File: src/rtl/core/idc_pkg.sv
// idc_pkg: shared widths, constants, lane result type and month offset table
// for the inclusive day count block; no dependencies
package idc_pkg;

   localparam int DAY_W    = 7;
   localparam int MONTH_W  = 7;
   localparam int YEAR_W   = 14;
   localparam int COUNT_W  = 23;
   localparam int SERIAL_W = 23;
   localparam int DIFF_W   = SERIAL_W + 2;
   localparam int MIDX_W   = 4;
   localparam int DBM_W    = 9;

   localparam int YEAR_LIMIT_DEFAULT = 9999;

   // floor(x / 100) as (x * RECIP_100) >> RECIP_SHIFT, exact for x < 43690
   localparam int RECIP_100   = 5243;
   localparam int RECIP_W     = 13;
   localparam int RECIP_SHIFT = 19;
   localparam int PROD_W      = YEAR_W + RECIP_W;
   localparam int CENT_W      = PROD_W - RECIP_SHIFT;

   localparam int DAY_MAX   = 31;
   localparam int MONTH_MAX = 12;
   localparam int FEB       = 2;

   typedef struct packed {
      logic                ok;
      logic [SERIAL_W-1:0] serial;
   } lane_out_type;

   // days in the year before the first of the month
   function automatic logic [DBM_W-1:0] days_before_month(input logic [MIDX_W-1:0] m);
      logic [DBM_W-1:0] r;
      case (m)
         4'd2:    r = 9'd31;
         4'd3:    r = 9'd59;
         4'd4:    r = 9'd90;
         4'd5:    r = 9'd120;
         4'd6:    r = 9'd151;
         4'd7:    r = 9'd181;
         4'd8:    r = 9'd212;
         4'd9:    r = 9'd243;
         4'd10:   r = 9'd273;
         4'd11:   r = 9'd304;
         4'd12:   r = 9'd334;
         default: r = 9'd0;
      endcase
      return r;
   endfunction

endpackage

File: src/rtl/core/idc_lane.sv
// idc_lane: one date to its proleptic Gregorian serial day number, two stages
// depends on idc_pkg
module idc_lane #(
   parameter int YEAR_LIMIT = idc_pkg::YEAR_LIMIT_DEFAULT
) (
   input  logic                          clock,
   input  logic [idc_pkg::DAY_W-1:0]     day,
   input  logic [idc_pkg::MONTH_W-1:0]   month,
   input  logic [idc_pkg::YEAR_W-1:0]    year,
   output idc_pkg::lane_out_type         lane_out
);

   localparam logic [idc_pkg::RECIP_W-1:0] RECIP =
      idc_pkg::RECIP_W'(idc_pkg::RECIP_100);

   // stage a registers
   logic                              ok_ff;
   logic [idc_pkg::DAY_W-1:0]         day_ff;
   logic [idc_pkg::MIDX_W-1:0]        mon_ff;
   logic [idc_pkg::YEAR_W-1:0]        year_ff;
   logic [idc_pkg::YEAR_W-1:0]        prev_ff;
   logic [idc_pkg::PROD_W-1:0]        prevq_ff;
   logic [idc_pkg::PROD_W-1:0]        yearq_ff;

   logic                              ok_in;
   logic [idc_pkg::YEAR_W-1:0]        prev_in;
   logic [idc_pkg::PROD_W-1:0]        prevq_in;
   logic [idc_pkg::PROD_W-1:0]        yearq_in;

   // stage b
   logic [idc_pkg::CENT_W-1:0]        prev_cent;
   logic [idc_pkg::CENT_W-1:0]        year_cent;
   logic [idc_pkg::YEAR_W-1:0]        year_rem;
   logic                              leap;
   logic                              leap_add;
   logic [idc_pkg::SERIAL_W-1:0]      serial_in;
   idc_pkg::lane_out_type             out_ff;

   // range checks, previous year and reciprocal products
   always_comb begin
      ok_in = (day >= idc_pkg::DAY_W'(1)) &&
              (day <= idc_pkg::DAY_W'(idc_pkg::DAY_MAX)) &&
              (month >= idc_pkg::MONTH_W'(1)) &&
              (month <= idc_pkg::MONTH_W'(idc_pkg::MONTH_MAX)) &&
              (year != '0) &&
              ({2'b00, year} <= 16'(YEAR_LIMIT));
      prev_in  = year - idc_pkg::YEAR_W'(1);
      prevq_in = idc_pkg::PROD_W'(prev_in) * idc_pkg::PROD_W'(RECIP);
      yearq_in = idc_pkg::PROD_W'(year) * idc_pkg::PROD_W'(RECIP);
   end

   always_ff @(posedge clock) begin
      ok_ff    <= ok_in;
      day_ff   <= day;
      mon_ff   <= month[idc_pkg::MIDX_W-1:0];
      year_ff  <= year;
      prev_ff  <= prev_in;
      prevq_ff <= prevq_in;
      yearq_ff <= yearq_in;
   end

   // leap rule and closed-form day number
   always_comb begin
      prev_cent = prevq_ff[idc_pkg::PROD_W-1:idc_pkg::RECIP_SHIFT];
      year_cent = yearq_ff[idc_pkg::PROD_W-1:idc_pkg::RECIP_SHIFT];
      year_rem  = year_ff - idc_pkg::YEAR_W'(year_cent) * idc_pkg::YEAR_W'(100);
      leap      = (year_rem == '0) ? (year_cent[1:0] == 2'b00) : (year_ff[1:0] == 2'b00);
      leap_add  = leap && (mon_ff > idc_pkg::MIDX_W'(idc_pkg::FEB));
      serial_in = idc_pkg::SERIAL_W'(prev_ff) * idc_pkg::SERIAL_W'(365)
                + idc_pkg::SERIAL_W'(prev_ff >> 2)
                - idc_pkg::SERIAL_W'(prev_cent)
                + idc_pkg::SERIAL_W'(prev_cent >> 2)
                + idc_pkg::SERIAL_W'(idc_pkg::days_before_month(mon_ff))
                + idc_pkg::SERIAL_W'(leap_add)
                + idc_pkg::SERIAL_W'(day_ff);
   end

   always_ff @(posedge clock) begin
      out_ff.ok     <= ok_ff;
      out_ff.serial <= serial_in;
   end

   assign lane_out = out_ff;

endmodule

File: src/rtl/core/idc_merge.sv
// idc_merge: combines the two lane day numbers into the saturated inclusive
// count and registers the result beat; depends on idc_pkg
module idc_merge (
   input  logic                          clock,
   input  logic                          reset,
   input  logic                          beat_valid,
   input  idc_pkg::lane_out_type         first_lane,
   input  idc_pkg::lane_out_type         second_lane,
   output logic                          rsp_valid,
   output logic signed [idc_pkg::COUNT_W-1:0] rsp_day_count,
   output logic                          rsp_dates_valid
);

   localparam logic signed [idc_pkg::DIFF_W-1:0] CNT_MAX =
      idc_pkg::DIFF_W'((1 << (idc_pkg::COUNT_W - 1)) - 1);
   localparam logic signed [idc_pkg::DIFF_W-1:0] CNT_MIN =
      -idc_pkg::DIFF_W'(1 << (idc_pkg::COUNT_W - 1));

   logic signed [idc_pkg::DIFF_W-1:0]  diff;
   logic                               ok_in;
   logic signed [idc_pkg::COUNT_W-1:0] count_in;
   logic                               valid_ff;
   logic signed [idc_pkg::COUNT_W-1:0] count_ff;
   logic                               ok_ff;

   // difference plus one, clamped to the count width, zero when invalid
   always_comb begin
      ok_in = first_lane.ok && second_lane.ok;
      diff  = $signed({2'b00, second_lane.serial}) - $signed({2'b00, first_lane.serial})
            + idc_pkg::DIFF_W'(1);
      if (!ok_in) begin
         count_in = '0;
      end else if (diff > CNT_MAX) begin
         count_in = idc_pkg::COUNT_W'(CNT_MAX);
      end else if (diff < CNT_MIN) begin
         count_in = idc_pkg::COUNT_W'(CNT_MIN);
      end else begin
         count_in = diff[idc_pkg::COUNT_W-1:0];
      end
   end

   // result beat strobe and payload
   always_ff @(posedge clock) begin
      if (reset) begin
         valid_ff <= 1'b0;
      end else begin
         valid_ff <= beat_valid;
      end
      count_ff <= count_in;
      ok_ff    <= ok_in;
   end

   assign rsp_valid       = valid_ff;
   assign rsp_day_count   = count_ff;
   assign rsp_dates_valid = ok_ff;

endmodule

File: src/rtl/core/inclusive_day_count_between_dates.sv
// inclusive_day_count_between_dates: top level, two date lanes and a merge stage
// start passes the beat valid registers beside two lane stages and one merge stage to the rsp_valid strobe
// throughput: one date pair per cycle; busy stays low, the lanes are fully pipelined
// reset clears the beat valid pipeline only; no result beat follows a start taken
// before reset; results are never held, the receiver takes each on its strobe cycle
// depends on idc_pkg, idc_lane, idc_merge
module inclusive_day_count_between_dates #(
   parameter int YEAR_LIMIT = idc_pkg::YEAR_LIMIT_DEFAULT
) (
   input  logic                          clock,
   input  logic                          reset,
   input  logic                          start,
   output logic                          busy,
   input  logic [idc_pkg::DAY_W-1:0]     req_first_day,
   input  logic [idc_pkg::MONTH_W-1:0]   req_first_month,
   input  logic [idc_pkg::YEAR_W-1:0]    req_first_year,
   input  logic [idc_pkg::DAY_W-1:0]     req_second_day,
   input  logic [idc_pkg::MONTH_W-1:0]   req_second_month,
   input  logic [idc_pkg::YEAR_W-1:0]    req_second_year,
   output logic                          rsp_valid,
   output logic signed [idc_pkg::COUNT_W-1:0] rsp_day_count,
   output logic                          rsp_dates_valid
);

   logic                  accept;
   logic                  v1_ff;
   logic                  v2_ff;
   idc_pkg::lane_out_type first_lane;
   idc_pkg::lane_out_type second_lane;

   assign busy   = 1'b0;
   assign accept = start && !busy;

   // beat valid pipeline alongside the lane stages
   always_ff @(posedge clock) begin
      if (reset) begin
         v1_ff <= 1'b0;
         v2_ff <= 1'b0;
      end else begin
         v1_ff <= accept;
         v2_ff <= v1_ff;
      end
   end

   idc_lane #(.YEAR_LIMIT(YEAR_LIMIT)) u_first_lane (
      .clock    (clock),
      .day      (req_first_day),
      .month    (req_first_month),
      .year     (req_first_year),
      .lane_out (first_lane)
   );

   idc_lane #(.YEAR_LIMIT(YEAR_LIMIT)) u_second_lane (
      .clock    (clock),
      .day      (req_second_day),
      .month    (req_second_month),
      .year     (req_second_year),
      .lane_out (second_lane)
   );

   idc_merge u_merge (
      .clock           (clock),
      .reset           (reset),
      .beat_valid      (v2_ff),
      .first_lane      (first_lane),
      .second_lane     (second_lane),
      .rsp_valid       (rsp_valid),
      .rsp_day_count   (rsp_day_count),
      .rsp_dates_valid (rsp_dates_valid)
   );

   // every accepted beat gives a result strobe
   a_beat_out: assert property (@(posedge clock) disable iff (reset)
      accept |-> ##3 rsp_valid)
      else $error("accepted beat produced no result");

   // no result without an accepted beat
   a_no_spurious: assert property (@(posedge clock) disable iff (reset)
      !accept |-> ##3 !rsp_valid)
      else $error("result beat without an accepted request");

   // invalid pairs report a zero count
   a_invalid_zero: assert property (@(posedge clock) disable iff (reset)
      (rsp_valid && !rsp_dates_valid) |-> (rsp_day_count == '0))
      else $error("invalid date pair with nonzero count");

   // equal dates count one day when valid
   a_same_date: assert property (@(posedge clock) disable iff (reset)
      (accept && req_first_day == req_second_day && req_first_month == req_second_month
       && req_first_year == req_second_year)
      |-> ##3 (!rsp_dates_valid || rsp_day_count == idc_pkg::COUNT_W'(1)))
      else $error("equal dates did not count one day");

endmodule

File: config.mk
export PLATFORM = sky130hd
export DESIGN_NAME = inclusive_day_count_between_dates
export DESIGN_NICKNAME = d
export VERILOG_FILES = /design/src/rtl/core/idc_pkg.sv /design/src/rtl/core/idc_lane.sv /design/src/rtl/core/idc_merge.sv /design/src/rtl/core/inclusive_day_count_between_dates.sv
export SDC_FILE = /design/constraint.sdc
export NUM_CORES = 2
export LEC_CHECK = 0
export ABC_CLOCK_PERIOD_IN_PS = 11390
export BUFFER_PORTS_ARGS = -buffer_cell sky130_fd_sc_hd__buf_2
export CAP_MARGIN = 0
export CORE_MARGIN = 4
export CORE_UTILIZATION = 60
export CTS_BUF_LIST = sky130_fd_sc_hd__clkbuf_4 sky130_fd_sc_hd__clkbuf_8 sky130_fd_sc_hd__clkbuf_16
export DETAILED_ROUTE_END_ITERATION = 6
export GPL_TIMING_DRIVEN = 0
export PLACE_DENSITY = 0.75
export SKIP_CTS_REPAIR_TIMING = 1
export SKIP_LAST_GASP = 1
export SLEW_MARGIN = 20
export SYNTH_ARGS = -nofsm -noshare
export SYNTH_HDL_FRONTEND = slang
export SYNTH_SLANG_ARGS = --single-unit
File: constraint.sdc
create_clock -name clock -period 11.39 [get_ports clock]
set_input_delay 0.5695 -clock clock [delete_from_list [all_inputs] [get_ports clock]]
set_output_delay 0.5695 -clock clock [all_outputs]
set_load 0.05 [all_outputs]
# == Yosys cells after proc, flatten, opt, wreduce, memory -nomap -nowiden ==
# Memories as Yosys holds them, arrays and structs flattened. A register that Yosys moved wholly into a read port is not among the register bits.
# Index checks and enable logic that the tools add are counted.
# word_totals
output_inout_bits,26
romBits,288
inputBits,59
memories,2
reg_bits,263
word_cells,93
# mem_list
name,words,width,read_ports,rd_clocked_by_memory_dff,wr,line_no,source
(name not given),16,9,1,1,0,idc_pkg.sv:35,case (m)
(name not given),16,9,1,1,0,idc_pkg.sv:35,
# op_classes
order_cmp,14
n_bitwise,1
n_reduce_logical,22
addsub,18
mux,4
mul,8
# op_table
cell,n
"multiplier 14 x 13 -> 27 bit, second input constant",4
adder 23 x 1 -> 23 bit,2
adder 23 x 12 -> 23 bit,2
adder 23 x 6 -> 23 bit,2
adder 23 x 7 -> 23 bit,2
adder 23 x 9 -> 23 bit,2
"multiplier 14 x 9 -> 23 bit, second input constant",2
subtractor 23 x 8 -> 23 bit,2
"greater-or-equal comparator 7 x 1 -> 1 bit, second input constant",4
"less-or-equal comparator 14 bit, second input constant",2
logical NOT 14 bit,2
nonzero test 14 bit,2
"subtractor 14 x 1 -> 14 bit, second input constant",2
subtractor 14 bit,2
"adder 25 x 2 -> 25 bit, second input constant",1
"greater-than comparator 25 x 23 -> 1 bit, second input constant",1
"< comparator 25 x 23 -> 1 bit, second input constant",1
"multiplier 8 x 5 -> 12 bit, second input constant",2
subtractor 23 x 23 -> 24 bit,1
two-way mux 23 bit,1
two-way mux 22 bit,1
"less-or-equal comparator 7 x 4 -> 1 bit, second input constant",2
"less-or-equal comparator 7 x 5 -> 1 bit, second input constant",2
logical AND 1 bit,13
other kinds (5),10

# == Longest topological paths before layout ==
# logic_depth
word_depth,7
depth_mapped,41
mapped_depth_nobuf,41

# == Hierarchy ==
# Synthesis repeated with hierarchy kept, for this count alone.
# hier_totals
cells_unflattened,3258
hier_area_um2,32252.2
# modules_own_cells
mod,area_each_um2,instances,cells_per_inst
idc_lane (u_first_lane),14565.2,1,1424
idc_lane (u_second_lane),14451.4,1,1402
idc_merge,3171.8,1,426
inclusive_day_count_between_dates,63.8,1,6

# == Worst setup path after synthesis ==
# No wires, ideal clock.
# synth_timing
path_kind,register -> register
startpoint,reg u_second_lane.yearq_ff[21] (netlist bit)
endpoint,"reg u_second_lane.out_ff, in the netlist u_second_lane.lane_out[22]"
required_ns,11.270
period_less_slack_ns,9.058
arrival_time_ns,8.938
path_buffers,0
path_stages_with_launch,36
setup_slack_ns,2.332
path_cell_list,dfxtp_1 -> ha_1 -> ha_1 -> fa_1 -> ha_1 -> a21oi_1 -> o21bai_1 -> a21oi_1 -> xnor2_1 -> ha_1 -> or2_2 -> a21oi_1 -> a21oi_1 -> xnor2_1 -> o21ai_0 -> fa_1 -> fa_1 -> inv_1 -> ha_1 -> inv_1 -> fa_1 -> fa_1 -> inv_1 -> fa_1 -> ha_1 -> a21o_1 -> a21o_1 -> a2111oi_1 -> o31ai_1 -> o41ai_2 -> o21ai_0 -> o41a_1 -> and4_1 -> a2111oi_1 -> a21oi_1 -> xnor2_1
# synth_between
elab_chain_len,7
# synth_rtl
item,line_no,source
from (decl),idc_lane.sv:23,logic [idc_pkg::PROD_W-1:0] yearq_ff;
from (signal assigned),idc_lane.sv:59,yearq_ff <= yearq_in;
multiplier 8 x 5 -> 12 bit,idc_lane.sv:66,year_rem = year_ff - idc_pkg::YEAR_W'(year_cent) * idc_pkg::YEAR_W'(100);
subtractor 14 bit,idc_lane.sv:66,
logical NOT 14 bit,idc_lane.sv:67,leap = (year_rem == '0) ? (year_cent[1:0] == 2'b00) : (year_ff[1:0] == 2'b00);
two-way mux 1 bit,idc_lane.sv:67,
logical AND 1 bit,idc_lane.sv:68,leap_add = leap && (mon_ff > idc_pkg::MIDX_W'(idc_pkg::FEB));
adder 23 x 1 -> 23 bit,idc_lane.sv:74,+ idc_pkg::SERIAL_W'(leap_add)
adder 23 x 7 -> 23 bit,idc_lane.sv:75,+ idc_pkg::SERIAL_W'(day_ff);
"via u_second_lane.serial_in, one bit",idc_lane.sv:36,logic [idc_pkg::SERIAL_W-1:0] serial_in;
to (decl),idc_lane.sv:37,idc_pkg::lane_out_type out_ff;
# The timed path passes the listed nets, and every way through them passes these cells.
# A chain may end at the register's enable or synchronous reset.

# == Worst setup path in the final report ==
# layout_timing
startpoint,reg u_second_lane.yearq_ff[22] (netlist bit)
endpoint,"reg u_second_lane.out_ff, in the netlist u_second_lane.lane_out[22]"
# Same word-level chain as after synthesis.

==> flow_summary.json <==
{
  "core_area_um2": 51720,
  "hold_slack_ps": 123.3,
  "vias_per_cell": 5.348,
  "worstSkewPairLatency_ps": 570,
  "dp_hpwl_um": 56570,
  "final_hold_viol_count": 0,
  "dieHeight_um": 237.4,
  "wl_per_cell_um": 16.35,
  "max_cap_viol_count": 0,
  "cp-end-kind": "flop",
  "drc": 0,
  "die_x_um": 237.4,
  "crit_path_max_fanout": 4,
  "crit_arrival_ps": 10920,
  "rows": 83,
  "relSlewSlack_pct": 24.72,
  "clockRootBuffer": "clkbuf_16",
  "grt_overflow_total": 0,
  "critical-path-slowest-cell": "o21ai_0",
  "period_share_pct": 91.95,
  "area_growth_pct": 7.117,
  "grt_max_degree": 15,
  "antenna_found_initial": 5,
  "clk_pin_slew_ps": 60,
  "cts_tree": "built",
  "synth_ff_type": "dfxtp_1",
  "ioPinCount": 85,
  "ys_seq_area_share_pct": 13.00,
  "cp.required_ps": 11840,
  "fin_crit_ps": 10470,
  "worstMarginPinSlew_ps": 1121,
  "rsz0062_at_grt": "no",
  "dieArea_um2": 56360,
  "synth_area_um2": 31570,
  "grt_pass1_vias": 23200,
  "nFillCells": 4090,
  "synthArstFlopShare_pct": 0,
  "grt_first_pass_wirelength_um": 112400,
  "skew_ps": 18.20,
  "h-tree-depth": 1,
  "clk_path_buf_depth": 3,
  "syn-num-nets": 4429,
  "routabilityCongestion": 0.9074,
  "tns_ps": 0,
  "cts_buffers": 26,
  "drt_iter0_drc": 939,
  "critical_path_class": "flop to flop",
  "drtAntennaViolNets": 0,
  "syn_inst": 3173,
  "status": "complete, no violations",
  "slowest_delay_ps": 670,
  "dr.pass1.iters": 6,
  "grt_usage_pct": 24.00,
  "cts.sinks": 205,
  "layout_commonest_cell": "inv_1",
  "synth_edf_count": 0,
  "report.final.slew_viol_count": 0,
  "synth_cell_types": 82,
  "routed-via-count": 21330,
  "port_buffers": 83,
  "nNetsFinal": 4540,
  "drt_wl_total_um": 65210,
  "worst_setup_path_start_kind": "flop",
  "fmax_ghz": 0.09548,
  "finalSetupViolations": 0,
  "layout-drive-gt1-share_pct": 5.630,
  "syn_avg_cell_area_um2": 9.951,
  "ys_warn_count": 0,
  "synth-seq-cells": 205,
  "start_util_pct": 61.05,
  "final_cell_mix": "inv_1 (835), ha_1 (752), fa_1 (445)",
  "hold_path_class": "input pin to flop"
}
stage by stage:
| step | worst slack, ps | std cells | area (um2) | utilization [%] |
|---|---|---|---|---|
| final | 917.1 | 3988 | 33820 | 65.40 |
| after global routing | 273.7 | 3987 | 33820 | 65.39 |
| after CTS | 962.2 | 3984 | 33780 | 65.32 |
| after detailed placement | 1068 | 3936 | 32850 | 63.53 |
| after global placement | 770.3 | 3936 | 32840 | 63.50 |
| after floorplan | 2332 | 3173 | 31570 | - |
cells by family (layout without fill, tap and decap cells):
logic type,Yosys count,in the layout,synth area share [%]
and+or+nand+nor,401,401,6.685
adders and majority gates,1197,1197,58.01
buffers and inverters,859,990,10.28
other,1,5,0.01188
DFF,205,205,13.00
muxes,12,12,0.4280
AOI/OAI and AO/OA,340,340,7.173
xor gates and xnor gates,158,158,4.407
layer usage:
metal  vias up  part of all wire, %  GRT usage, %
met2       420                   49         41.71
met5         -                0.020             0
met3       117                  3.9         2.889
met1     10460                   45         32.15
met4         2                  2.8         6.157
li1      10330                    -             -
path summary, 6_finish.rpt:
path | endpoint | cells after the start | from | slack (ps)
worst max-delay path | u_second_lane.lane_out[22]$_DFF_P_ | 38 | u_second_lane.yearq_ff[22]$_DFF_P_ | 920
worst min-delay path | u_second_lane.day_ff[1]$_DFF_P_ | 1 | req_second_day[1] | 120
worst min register to register | u_second_lane.lane_out[23]$_DFF_P_ | 0 | u_second_lane.ok_ff$_DFF_P_ | 330
worst max register to register | u_second_lane.lane_out[22]$_DFF_P_ | 38 | u_second_lane.yearq_ff[22]$_DFF_P_ | 920
state kept, by name, indices dropped and copies added (netlist names), 4 cells and up, named ones only:
signal and flops:
u_first_lane.lane_out 24, u_second_lane.lane_out 24, u_merge.rsp_day_count 23, u_first_lane.prev_ff 14
u_first_lane.year_ff 14, u_second_lane.prev_ff 14, u_second_lane.year_ff 14, u_first_lane.prevq_ff 8
u_first_lane.yearq_ff 8, u_second_lane.prevq_ff 8, u_second_lane.yearq_ff 8, u_first_lane.day_ff 7
u_second_lane.day_ff 7, u_first_lane.mon_ff 4, u_second_lane.mon_ff 4
final cells by class:
cell class                 count  area [um2]  area share, %
multi-input combinational   2109       24270          71.75
clock inverter                18       234.0         0.6918
antenna                        4       10.01        0.02960
timing repair buffer          83       415.4          1.228
inverter                     835        3134          9.267
buffer                        24       112.6         0.3330
clock buffer                  30       693.2          2.049
sequential                   205        4104          12.13
tap                          680       850.8          2.516
synth_stat cells (12+ instances only):
library cell / n / area (um2)
and3_1: 19 / 118.9
fa_1: 445 / 8909
inv_1: 835 / 3134
xnor2_1: 105 / 919.6
o31ai_1: 13 / 97.59
xor2_1: 52 / 455.4
nor3_1: 55 / 275.3
a211oi_1: 23 / 172.7
or3_1: 13 / 81.33
o21a_1: 17 / 127.6
dfxtp_1: 205 / 4104
a21oi_1: 96 / 480.5
o21ai_0: 66 / 330.3
a31oi_1: 12 / 75.07
nand3_1: 45 / 225.2
nor2_1: 93 / 349.1
a21o_1: 27 / 202.7
nand2_1: 72 / 270.3
ha_1: 752 / 9409
clkbuf_1: 16 / 60.06
nor2b_1: 23 / 143.9
critical path, delay by kind of cell (launching register included):
kind                       cells  cell delay (ps)
AOI/OAI and AO/OA             16             4340
xor gates and xnor gates       2              320
adders and majority gates     12             4220
buffers and inverters          3              160
DFF                            1              400
and+or+nand+nor                5              890
Power is left out: the tool's default activity adds up to more than one toggle a clock period on the data nets, which glitch-free logic cannot reach.
